==> src/rtl/ssa_pkg.sv <==
`timescale 1ns / 1ps
// ----------------------------------------------------------------------------
// ssa_pkg
// Shared types and constants of the segregated span page allocator.
// ----------------------------------------------------------------------------
package ssa_pkg;

  localparam int BUCKETS      = 128;
  localparam int SPAN_ENTRIES = 1024;

  localparam int PAGE_W   = 36;
  localparam int K_W      = 7;
  localparam int LIMIT_W  = 16;
  localparam int BKT_W    = $clog2(BUCKETS);
  localparam int DSC_W    = $clog2(SPAN_ENTRIES);
  localparam int CNT_W    = DSC_W + 1;
  localparam int SCAN_W   = 8;
  localparam int NGRP     = (BUCKETS + SCAN_W - 1) / SCAN_W;
  localparam int GRP_W    = (NGRP > 1) ? $clog2(NGRP) : 1;
  localparam int CFG_IDX_W = 1;

  // Configuration register indexes.
  localparam logic [CFG_IDX_W-1:0] CFG_BASE_PAGE    = 1'd0;
  localparam logic [CFG_IDX_W-1:0] CFG_REGION_LIMIT = 1'd1;

  typedef enum logic [1:0] {
    ST_GRANT    = 2'd0,
    ST_EXHAUST  = 2'd1,
    ST_FULL     = 2'd2,
    ST_BADSIZE  = 2'd3
  } status_t;

  typedef enum logic [2:0] {
    B_IDLE, B_SCAN, B_REFILL, B_SPARE, B_HEAD, B_SPAN, B_PUSH, B_DONE
  } bstate_t;

  // Classified request handed from the front to the back.
  typedef struct packed {
    logic           valid;
    logic           bad;
    logic [K_W-1:0] k;
  } qitem_t;

endpackage

==> src/rtl/ssa_if.sv <==
`timescale 1ns / 1ps
// ----------------------------------------------------------------------------
// ssa_req_if / ssa_resp_if
// Valid/ready channels for allocation requests and responses.
// ----------------------------------------------------------------------------
interface ssa_req_if;
  import ssa_pkg::*;
  logic           valid;
  logic           ready;
  logic [K_W-1:0] pages_requested;
  modport source (output valid, output pages_requested, input ready);
  modport sink   (input valid, input pages_requested, output ready);
endinterface


==> src/rtl/ssa_front.sv <==
`timescale 1ns / 1ps
// ----------------------------------------------------------------------------
// ssa_front
// Accepts requests, flags bad sizes and queues them for the back end.
// ----------------------------------------------------------------------------
module ssa_front import ssa_pkg::*; (
  input  logic        clk,
  input  logic        rst_n,
  ssa_req_if.sink     in_req,
  output qitem_t      q_head,
  input  logic        q_pop
);

  qitem_t     q_r [2];
  logic       wp_r, rp_r;
  logic [1:0] cnt_r;
  logic       push;
  qitem_t     item;

  assign in_req.ready = (cnt_r != 2'd2);
  assign push         = in_req.valid && in_req.ready;

  // Classify the incoming transaction.
  always_comb begin
    item.valid = 1'b1;
    item.k     = in_req.pages_requested;
    item.bad   = (in_req.pages_requested == '0) ||
                 (32'(in_req.pages_requested) >= BUCKETS);
  end

  always_comb begin
    q_head       = q_r[rp_r];
    q_head.valid = (cnt_r != 2'd0);
  end

  // Two-entry queue storage.
  always_ff @(posedge clk) begin
    if (push) begin
      q_r[wp_r] <= item;
    end
  end

  // Queue pointers.
  always_ff @(posedge clk) begin
    if (!rst_n) begin
      wp_r  <= 1'b0;
      rp_r  <= 1'b0;
      cnt_r <= 2'd0;
    end else begin
      if (push) wp_r <= ~wp_r;
      if (q_pop) rp_r <= ~rp_r;
      cnt_r <= cnt_r + 2'(push) - 2'(q_pop);
    end
  end

endmodule

==> src/flat_wrapper.sv <==
// flat-port wrapper written by rule: the top's interface ports become plain ports
module ssa_front_flat import ssa_pkg::*;
  (clk, rst_n, q_head, q_pop, in_req_valid, in_req_pages_requested, in_req_ready);
  ssa_req_if in_req_i ();
  input  logic clk;
  input  logic rst_n;
  output qitem_t q_head;
  input  logic q_pop;
  input wire logic [$bits(in_req_i.valid)-1:0] in_req_valid;
  input wire logic [$bits(in_req_i.pages_requested)-1:0] in_req_pages_requested;
  output wire logic [$bits(in_req_i.ready)-1:0] in_req_ready;
  assign in_req_i.valid = in_req_valid;
  assign in_req_i.pages_requested = in_req_pages_requested;
  assign in_req_ready = in_req_i.ready;
  ssa_front u_core (.clk(clk), .rst_n(rst_n), .in_req(in_req_i), .q_head(q_head), .q_pop(q_pop));
endmodule
==> config.mk <==
export PLATFORM = sky130hd
export DESIGN_NAME = ssa_front_flat
export DESIGN_NICKNAME = d
export VERILOG_FILES = /design/src/rtl/ssa_pkg.sv /design/src/rtl/ssa_if.sv /design/src/rtl/ssa_front.sv /design/src/flat_wrapper.sv
export SDC_FILE = /design/constraint.sdc
export NUM_CORES = 1
export LEC_CHECK = 0
export BUFFER_PORTS_ARGS = -buffer_cell sky130_fd_sc_hd__buf_2
export CAP_MARGIN = 20
export CORE_ASPECT_RATIO = 1.4
export CORE_MARGIN = 2
export CORE_UTILIZATION = 45
export CTS_CLUSTER_DIAMETER = 50
export CTS_CLUSTER_SIZE = 10
export DETAILED_ROUTE_END_ITERATION = 6
export GPL_TIMING_DRIVEN = 0
export PLACE_DENSITY = 0.79
export SYNTH_ARGS = -nofsm -noshare
export SYNTH_HDL_FRONTEND = slang
export SYNTH_SLANG_ARGS = --single-unit
==> constraint.sdc <==
create_clock -name clk -period 2.9 [get_ports clk]
set_clock_uncertainty 0.1 [all_clocks]
set_input_delay 0.29 -clock clk [delete_from_list [all_inputs] [get_ports clk]]
set_output_delay 0.29 -clock clk [all_outputs]
set_load 0.02 [all_outputs]
==> impl_metrics.py, run 1 <==
metrics = {
    "global_route": {
        "grt_overflow": 0,
        "antenna_found_initial": 0,
        "grt_max_degree": 12,
        "grt_first_pass_wirelength_mm": 2.04,
        "grt.total_usage_pct": 12.6,
        "grt_pass1_vias": 490,
    },
    "setup_path": {
        "crit_slowest_cell": "mux2_2",
        "crit_family": "buffers and inverters",
        "startpoint_type": "register",
        "arrival_ns": 1.32,
        "cp.required_ns": 2.51,
        "cp_common_cell": "buf_2",
        "critPathKind": "reg -> out",
        "path_cells": "buf_2 -> mux2_2 -> buf_2",
        "cp_slowest_stage_delay_ns": 0.36,
        "crit_buf_inv": 2,
        "reg2reg_from": "u_core.cnt_r[0]",
        "cp-end-kind": "output port",
        "r2r_slack_ns": 1.43,
        "r2r_end": "u_core.cnt_r[1]",
        "reg2reg_depth": 5,
        "crit_fanout": 8,
    },
    "detailed_routing": {
        "drc": 0,
        "drt_pre_antenna_iters": 4,
        "wl_met2_um": 633,
        "wl_met3_um": 69,
        "ant_nets": 0,
        "wire_per_inst_um": 12.9,
        "dr.first_iter.drc_count": 6,
        "wl_mm": 1.25,
        "vias_per_cell": 5.02,
        "top_layer": "met3",
        "met1_length_um": 544,
        "vias": 487,
    },
    "yosys": {
        "synth.avg_cell_area_um2": 15.9,
        "synth-seq-cells": 21,
        "ys_seq_area_share_pct": 68.8,
        "synth_ff_type": "edfxtp_1",
        "synth.most_common_cell": "edfxtp_1",
        "syn_inst": 53,
        "yosysTopAreaCellShare_pct": 57.0,
        "syn_area_um2": 843,
        "yosysUniqueCellTypes": 21,
        "synth_top_area_cell": "edfxtp_1",
        "synthTopCellsByArea": "edfxtp_1, dfxtp_1, mux2_2",
        "yosys-top-cells-count": "edfxtp_1, mux2_2, dfxtp_1",
        "synthArstFlopShare_pct": 0,
        "synth-edff-count": 16,
        "syn-num-nets": 65,
        "ys_warn_count": 0,
    },
    "sta": {
        "worst_pin_slew_ns": 0.363,
        "hold_violations": 0,
        "finalSetupViolations": 0,
        "fmax_mhz": 585,
        "fin_crit_sh_pct": 58.9,
        "setup_tns_ns": 0,
        "finalMaxSlewViolations": 0,
        "finalCriticalPeriod_ns": 1.71,
        "rsz0062_at_grt": "no",
        "slew_headroom_pct": 75.8,
    },
    "die": {
        "die_w_um": 40.6,
        "dieArea_um2": 2240,
        "rows": 18,
        "coreArea_um2": 1760,
        "ios": 21,
        "die_h_um": 55.2,
        "start_util_pct": 48.0,
    },
    "power_and_ir_drop": {
        "ir_drop_mv": 0.386,
        "leakage_nw": 0.398,
        "p_per_area_nw_per_um2": 616,
    },
    "placement": {
        "place_congestion": 0.624,
        "dp_hpwl_um": 956,
        "io_buffers": 20,
        "dp.cells": 93,
        "placed_area_um2": 968,
    },
    "clocking": {
        "cts_buffers": 3,
        "post_cts_buffers": 0,
        "htreeDepth": 1,
        "worstSkewPairLatency_ns": 0.28,
        "cts.sinks": 21,
        "clk_path_buf_depth": 2,
        "cts_resized": 0,
        "cts_root_buf": "clkbuf_4",
        "cts_tree": "built",
        "ctsHoldBuffers": 0,
        "clk_pin_slew_ns": 0.10,
    },
    "final_layout": {
        "nets": 90,
        "area_growth_pct": 18.0,
        "drive_above_1_share_pct": 46.8,
        "antennaDiodeCount": 0,
        "final_cells": 97,
        "stdcell_area_um2": 995,
    },
    "hold_path": {
        "holdCritStartpoint": "in_req_pages_requested[4]",
        "min_path_cells": 1,
        "hold_end": "u_core.q_r[1][4]",
        "holdCritPathClass": "in -> reg",
    },
    "job": {
        "maxCapViolCount": 0,
    },
    "run_status": {
        "run_status": "finished, final reports clean",
    },
}
## worst max-delay path by stage
| stage | to | cells after the start |
|---|---|---|
| 2_1_floorplan | u_core.q_r[1][0] | 2 |
| 3_3_place_gp | u_core.cnt_r[1] | 5 |
| 3_5_place_dp | u_core.cnt_r[1] | 5 |
| 4_1_cts | q_head[3] | 3 |
| 5_1_grt | q_head[3] | 3 |
| 6_report | q_head[6] | 3 |
## logic make-up after synthesis
family          synth area share, %
fa+ha+maj                      1.48
compound gates                 3.56
mux                            13.1
buf+inv                        1.48
flops                          68.8
xor+xnor                       1.04
simple gates                   10.5
## layout by cell type, fill, tap and decap left out
cell,synthesis,routed
or4_4,1,1
xor2_1,1,1
nor4_2,1,1
nand2b_1,2,2
and2_1,2,2
nor2b_1,1,1
a21bo_2,1,1
a21oi_1,1,1
nand3b_1,1,1
buf_2,1,21
mux2_2,8,8
inv_1,2,2
dfxtp_1,5,5
clkbuf_1,0,1
o21a_1,1,1
a21boi_1,1,1
clkbuf_4,0,3
mux2i_1,2,2
nand2_1,2,2
or2_2,1,1
and3_1,2,2
ha_1,1,1
edfxtp_1,16,16
## routing by layer
layer | GRT usage [%] | vias up
met5 | 0 | -
met4 | 2.86 | 0
met3 | 2.41 | 0
met2 | 21.5 | 15
met1 | 15.3 | 228
li1 | - | 244
## power by group
part           total, mW  switching [mW]  internal [mW]
Clock              0.130          0.0766         0.0533
Sequential         0.360         0.00835          0.352
Combinational      0.123          0.0704         0.0525
## final cells by class
cell class / instances / area (um2)
plain buffers: 1 / 5.00
clock buffers: 4 / 26.3
fillers: 144 / 762
inverters: 2 / 7.51
multi-input cells: 29 / 250
flip-flops and latches: 21 / 581
well taps: 20 / 25.0
repair buffers: 20 / 100
## state kept, by name, indices dropped and copies added, names as in the netlist, named ones only
name,cells
u_core.rp_r,1
u_core.q_r,16
u_core.wp_r,1
u_core.cnt_r,2
## metrics by stage
| step | hold WS (ns) | setup WS [ns] | util (%) | total power, mW |
|---|---|---|---|---|
| 3_5_place_dp | 0.400 | 1.41 | 55.1 | 0.492 |
| 2_1_floorplan | 0.289 | 1.48 | - | 0.450 |
| 5_1_grt | 0.0985 | 1.12 | 56.6 | 0.645 |
| 4_1_cts | 0.105 | 1.18 | 56.6 | 0.617 |
| 6_report | 0.108 | 1.19 | 56.6 | 0.613 |
| 3_3_place_gp | 0.399 | 1.43 | 55.1 | 0.487 |
Power figures use the tool's default switching activity.
==> inputs of run 2 (changes only) <==
- ABC_AREA: unset -> 1
- PLACE_DENSITY: 0.79 -> 0.82
- clock period: 2.9 -> 1.44 ns (I/O delays scaled with it)
==> run 2 against run 1 <==
The run now ends with negative setup slack left. Worst hold slack got worse by 0.082 ns. Register-to-register slack lost 1.3 ns. Wire length increased by 16%. Global-route usage rose by 1.4 points. Count of clock-buffer cells in the layout is the same. Combinational power rose to 2.6 times the previous value. Via count rose by 12%. Setup slack got worse by 1.2 ns. Synthesized cell count up 19%. Sequential power is 100% higher. Largest cell class unchanged. Highest routed layer is now met4.
==> impl_metrics.py, run 2 <==
metrics = {
    "run_status": {
        "run_status": "finished, violations left",
        "violations": "negative setup slack",
    },
    "final_layout": {
        "regMostFlops": "u_core.q_r",
        "multi_input_area_um2": 263,
        "largest_register_ffs": 16,
        "largestRegisters": "u_core.q_r: 16 flops, u_core.cnt_r: 2 flops",
        "drive_above_1_share_pct": 42.1,
        "fill_cells": 128,
        "nets": 108,
        "area_growth_pct": 34.0,
        "layout.area.seq_um2": 582,
        "final_cell_mix": "edfxtp_1, buf_2, nand2_1",
        "final_common_cell": "edfxtp_1",
        "antennaDiodeCount": 0,
    },
    "setup_path": {
        "crit_fanout": 8,
        "cp-end-kind": "output port",
        "path_cells": "buf_8 -> mux2_4 -> buf_6",
        "crit_buf_inv": 2,
        "arrival_ns": 1.23,
        "cp.required_ns": 1.20,
        "startpoint_type": "register",
        "crit_slowest_cell": "dfxtp_2",
        "cp_slowest_stage_delay_ns": 0.35,
        "critPathKind": "reg -> out",
        "r2r_slack_ns": 0.09,
        "crit_family": "flip-flops",
    },
    "global_route": {
        "antenna_found_initial": 0,
        "met3_usage_pct": 2.40,
        "grt_first_pass_wirelength_mm": 2.10,
        "grtUsageMet1_pct": 13.8,
        "grt_max_degree": 12,
        "top_usage_layer": "met2",
        "grt.total_usage_pct": 14.0,
        "grt_overflow": 0,
        "grt_pass1_vias": 513,
        "grt_use_met2_pct": 24.1,
    },
    "yosys": {
        "synth_ff_type": "edfxtp_1",
        "ys_seq_area_share_pct": 67.1,
        "synth.most_common_cell": "edfxtp_1",
        "synth_top_area_cell": "edfxtp_1",
        "synth-edff-count": 16,
        "synthTopCellsByArea": "edfxtp_1, mux2_4, dfxtp_1",
        "ys_warn_count": 0,
        "synthArstFlopShare_pct": 0,
        "syn-num-nets": 75,
        "yosysTopAreaCellShare_pct": 55.5,
        "syn_area_um2": 866,
        "yosys-top-cells-count": "edfxtp_1, nand2_1, mux2_4, nor2_1, dfxtp_1",
        "syn_inst": 63,
        "synth.avg_cell_area_um2": 13.7,
        "synth-seq-cells": 21,
        "yosysUniqueCellTypes": 15,
    },
    "sta": {
        "worst_pin_slew_ns": 0.414,
        "finalSetupViolations": 8,
        "rsz0062_at_grt": "yes",
        "finalMaxSlewViolations": 0,
        "fmax_mhz": 679,
        "slew_headroom_pct": 72.4,
        "hold_violations": 0,
        "setup_ws_ns": -0.0337,
        "fin_crit_sh_pct": 102,
        "finalCriticalPeriod_ns": 1.47,
        "setup_tns_ns": -0.219,
    },
    "die": {
        "die_h_um": 55.9,
        "die_w_um": 41.1,
        "dieArea_um2": 2300,
        "ios": 21,
        "coreArea_um2": 1780,
        "start_util_pct": 48.7,
        "rows": 18,
    },
    "detailed_routing": {
        "vias": 545,
        "wl_mm": 1.44,
        "ant_nets": 0,
        "drt_pre_antenna_iters": 2,
        "vias_per_cell": 4.74,
        "wire_per_inst_um": 12.5,
        "drc": 0,
        "dr.first_iter.drc_count": 7,
    },
    "clocking": {
        "worstSkewPairLatency_ns": 0.30,
        "cts_tree": "built",
        "cts_buffers": 3,
        "htreeDepth": 1,
        "cts.sinks": 21,
        "cts_root_buf": "clkbuf_4",
        "clk_pin_slew_ns": 0.10,
        "clk_path_buf_depth": 2,
        "post_cts_buffers": 0,
    },
    "placement": {
        "place_congestion": 0.631,
        "dpl_worst_slack_ns": -0.0552,
        "dp_hpwl_mm": 1.00,
        "io_buffers": 20,
    },
    "power_and_ir_drop": {
        "finalPower_mw": 1.32,
        "leakage_nw": 0.499,
        "p_per_area_nw_per_um2": 1140,
        "ir_drop_mv": 0.651,
    },
    "job": {
        "maxCapViolCount": 0,
    },
    "hold_path": {
        "holdCritPathClass": "in -> reg",
    },
}
## run 2: report_power, final
group,internal (mW),switching (mW)
Sequential,0.710,0.0199
Combinational,0.154,0.165
Clock,0.108,0.163
## run 2: what timing repair did
item / CTS / global route
hold buffers: 8 / 0
gates resized for setup: 17 / 3
pin swaps: 0 / 0
endpoints found under the hold margin: 15 / 0
endpoints found under the setup margin: 16 / 16
## run 2: worst reg2reg max path: cells and delay by family (launching register included)
kind,cells,cell delay [ns]
and+or+nand+nor,3,0.53
DFF,1,0.34
buffers and inverters,1,0.05
## run 2: path summary, 6_finish.rpt
check	start	endpoint	depth (start not counted)
worst max register to register	u_core.cnt_r[0]	u_core.q_r[0][3]	4
worst min register to register	u_core.rp_r	u_core.rp_r	2
worst min-delay path	q_pop	u_core.rp_r	3
worst max-delay path	register	q_head[3]	3
## run 2: per-layer routing
metal  part of all wire, %  up-vias  wire length [um]
li1                      -      279                 -
met2                    53       18               758
met3                   4.2        5                61
met1                    40      243               581
met5                     0        -                 0
met4                   2.8        0                41
## run 2: area by class of cell
class / instances / share of cell area (%)
inverter: 5 / 1.62
clock buffer: 4 / 2.27
sequential: 21 / 50.2
timing repair buffer: 28 / 19.8
tap: 20 / 2.16
buffer: 1 / 1.29
multi-input combinational: 36 / 22.7
## run 2: through the flow
stage	area [um2]	hold slack [ns]	utilization [%]	std cells
after floorplan	866	0.143	-	63
after global placement	991	0.248	55.7	103
after detailed placement	991	0.254	55.7	103
after CTS	1150	0.0202	64.6	115
after global routing	1160	0.0587	65.2	115
final	1160	0.0259	65.2	115
## run 2: cell families (layout without fill, tap and decap cells)
group           Yosys count  count (layout)  share of synthesized area (%)
simple gates             26              26                           13.6
flops                    21              21                           67.1
mux                       8               8                           13.9
buf+inv                   6              38                           3.47
fa+ha+maj                 1               1                           1.44
compound gates            1               1                          0.577
==> inputs of run 3 (changes only) <==
--- a/config.mk
+++ b/config.mk
@@ -17,3 +17,4 @@
 export GPL_TIMING_DRIVEN = 0
-export PLACE_DENSITY = 0.82
+export PLACE_DENSITY_LB_ADDON = 0.25
+export SLEW_MARGIN = 30
 export SYNTH_ARGS = -nofsm -noshare
==> constraint.sdc (replaced) <==
create_clock -name clk -period 1.44 [get_ports clk]
set_clock_uncertainty 0.1 [all_clocks]
set_input_delay 0 -clock clk [delete_from_list [all_inputs] [get_ports clk]]
set_output_delay 0 -clock clk [all_outputs]
set_load 0.02 [all_outputs]
==> run 3 against run 2 <==
The flow now finishes without violations. Sequential power about the same. Largest cell class unchanged. Power down 2.5%. Die area unchanged. Via count up 0.37%. Global-route usage down 0.78 points. Register-to-register slack better by 0.11 ns. Design area down 2.5%. Cell count up 1.7%. Sequential share of layout area up 1.2 points. Non-clock buffer count up 2. Combinational power down 10%.
==> impl_metrics.py, run 3 (same netlist as run 2, synthesis figures left out) <==
metrics = {
    "placement": {
        "dp.cells": 103,
        "placed_area_um2": 991,
        "place_congestion": 0.655,
        "dp_hpwl_um": 994,
        "io_buffers": 20,
    },
    "sta": {
        "rsz0062_at_grt": "no",
        "finalCriticalPeriod_ns": 1.36,
        "whs_ns": 0.344,
        "finalMaxSlewViolations": 0,
        "finalSetupViolations": 0,
        "worst_pin_slew_ns": 0.282,
        "slew_headroom_pct": 81.2,
        "fmax_mhz": 733,
        "fin_crit_sh_pct": 94.8,
        "hold_violations": 0,
    },
    "power_and_ir_drop": {
        "combPwrFrac_pct": 22.4,
        "seq_power_share_pct": 56.7,
        "ir_drop_mv": 0.763,
        "netSwitchingFraction_pct": 27.0,
        "finalPower_mw": 1.29,
        "leakage_nw": 0.492,
        "intPower_mw": 0.940,
        "p_per_area_nw_per_um2": 1140,
        "p_sw_mw": 0.347,
        "clockPowerShare_pct": 20.9,
    },
    "final_layout": {
        "largest_register_ffs": 16,
        "largestRegisters": "u_core.q_r: 16 flops, u_core.cnt_r: 2 flops",
        "stdcell_area_um2": 1130,
        "antennaDiodeCount": 0,
        "nets": 110,
        "final_cell_mix": "buf_2, edfxtp_1, nand2_1",
        "area_growth_pct": 30.6,
        "regMostFlops": "u_core.q_r",
        "final_cells": 117,
        "layout.area.seq_um2": 581,
        "drive_above_1_share_pct": 41.2,
        "fill_cells": 148,
        "final_common_cell": "buf_2",
        "multi_input_area_um2": 268,
    },
    "setup_path": {
        "reg2reg_from": "u_core.cnt_r[0]",
        "cp-end-kind": "output port",
        "r2r_slack_ns": 0.20,
        "cp.required_ns": 1.34,
        "reg2reg_depth": 4,
        "r2r_end": "u_core.q_r[1][2]",
        "crit_fanout": 8,
        "critical_path.endpoint": "q_head[2]",
        "startpoint_type": "register",
        "critPathKind": "reg -> out",
        "arrival_ns": 1.26,
    },
    "die": {
        "dieArea_um2": 2300,
        "start_util_pct": 48.7,
        "ios": 21,
        "rows": 18,
        "coreArea_um2": 1780,
        "die_h_um": 55.9,
        "die_w_um": 41.1,
    },
    "clocking": {
        "worstSkewPairLatency_ns": 0.29,
        "cts_root_buf": "clkbuf_4",
        "cts.sinks": 21,
        "clk_pin_slew_ns": 0.11,
        "post_cts_buffers": 0,
        "clk_path_buf_depth": 2,
        "cts_tree": "built",
        "htreeDepth": 1,
        "cts_buffers": 3,
    },
    "global_route": {
        "antenna_found_initial": 0,
        "grt_first_pass_wirelength_mm": 2.10,
        "grt_max_degree": 13,
        "grt_pass1_vias": 552,
        "grt.total_usage_pct": 13.2,
        "grt_overflow": 0,
    },
    "detailed_routing": {
        "wire_per_inst_um": 11.8,
        "vias_per_cell": 4.68,
        "dr.first_iter.drc_count": 7,
        "drt_pre_antenna_iters": 2,
        "wl_mm": 1.38,
        "ant_nets": 0,
        "drc": 0,
        "vias": 547,
    },
    "job": {
        "maxCapViolCount": 0,
    },
    "hold_path": {
        "holdCritPathClass": "in -> reg",
    },
    "run_status": {
        "run_status": "finished, final reports clean",
    },
}
-- run 3: worst min path at each step --
stage	from	end	depth (start not counted)
floorplan	in_req_pages_requested[0]	u_core.q_r[0][0]	0
finish	in_req_pages_requested[5]	u_core.q_r[0][5]	2
global placement	in_req_pages_requested[2]	u_core.q_r[0][2]	1
detailed placement	in_req_pages_requested[1]	u_core.q_r[1][1]	1
CTS	in_req_pages_requested[5]	u_core.q_r[0][5]	2
global route	in_req_pages_requested[4]	u_core.q_r[1][4]	2
-- run 3: per-layer routing --
| layer | vias up | share of wire (%) | global-route usage [%] | wire (um) |
|---|---|---|---|---|
| li1 | 282 | - | - | - |
| met5 | - | 0 | 0 | 0 |
| met3 | 2 | 3.6 | 1.20 | 49 |
| met1 | 249 | 42 | 15.1 | 571 |
| met4 | 0 | 0.65 | 5.71 | 9 |
| met2 | 14 | 54 | 22.8 | 744 |
-- run 3: timing repair --
| item | CTS | global route |
|---|---|---|
| resized for setup | 1 | 2 |
| hold endpoints to repair | 19 | 0 |
| gates cloned | 0 | 0 |
| setup endpoints to repair | 8 | 8 |
| hold buffers | 10 | 0 |
-- run 3: worst max-delay path, cell delays in order (launching register included) --
cell,delay [ns]
dfxtp_1,0.34
buf_6,0.16
mux2_4,0.31
buf_2,0.16
-- run 3: per-stage QoR --
step	setup slack [ns]	utilization (%)	setup TNS, ns
floorplan	0.0143	-	0
global placement	-0.0903	55.7	-0.722
detailed placement	-0.140	55.7	-1.12
CTS	0.0398	63.0	0
global route	0.0268	63.6	0
finish	0.0756	63.6	0
-- run 3: cell type report --
class / count / area share, %
Tap cell: 20 / 2.21
Multi-Input combinational cell: 36 / 23.7
Buffer: 1 / 0.996
Clock buffer: 3 / 1.99
Sequential cell: 21 / 51.3
Clock inverter: 1 / 0.442
Inverter: 5 / 1.66
Timing Repair Buffer: 30 / 17.7
-- run 3: power by group through the flow --
stage          Clock (mW)  Sequential, mW  Combinational [mW]
2_1_floorplan           0           0.737               0.188
6_report            0.269           0.730               0.288
5_1_grt             0.305           0.734               0.319
3_5_place_dp            0           0.743               0.265
3_3_place_gp            0           0.739               0.255
4_1_cts             0.275           0.729               0.287
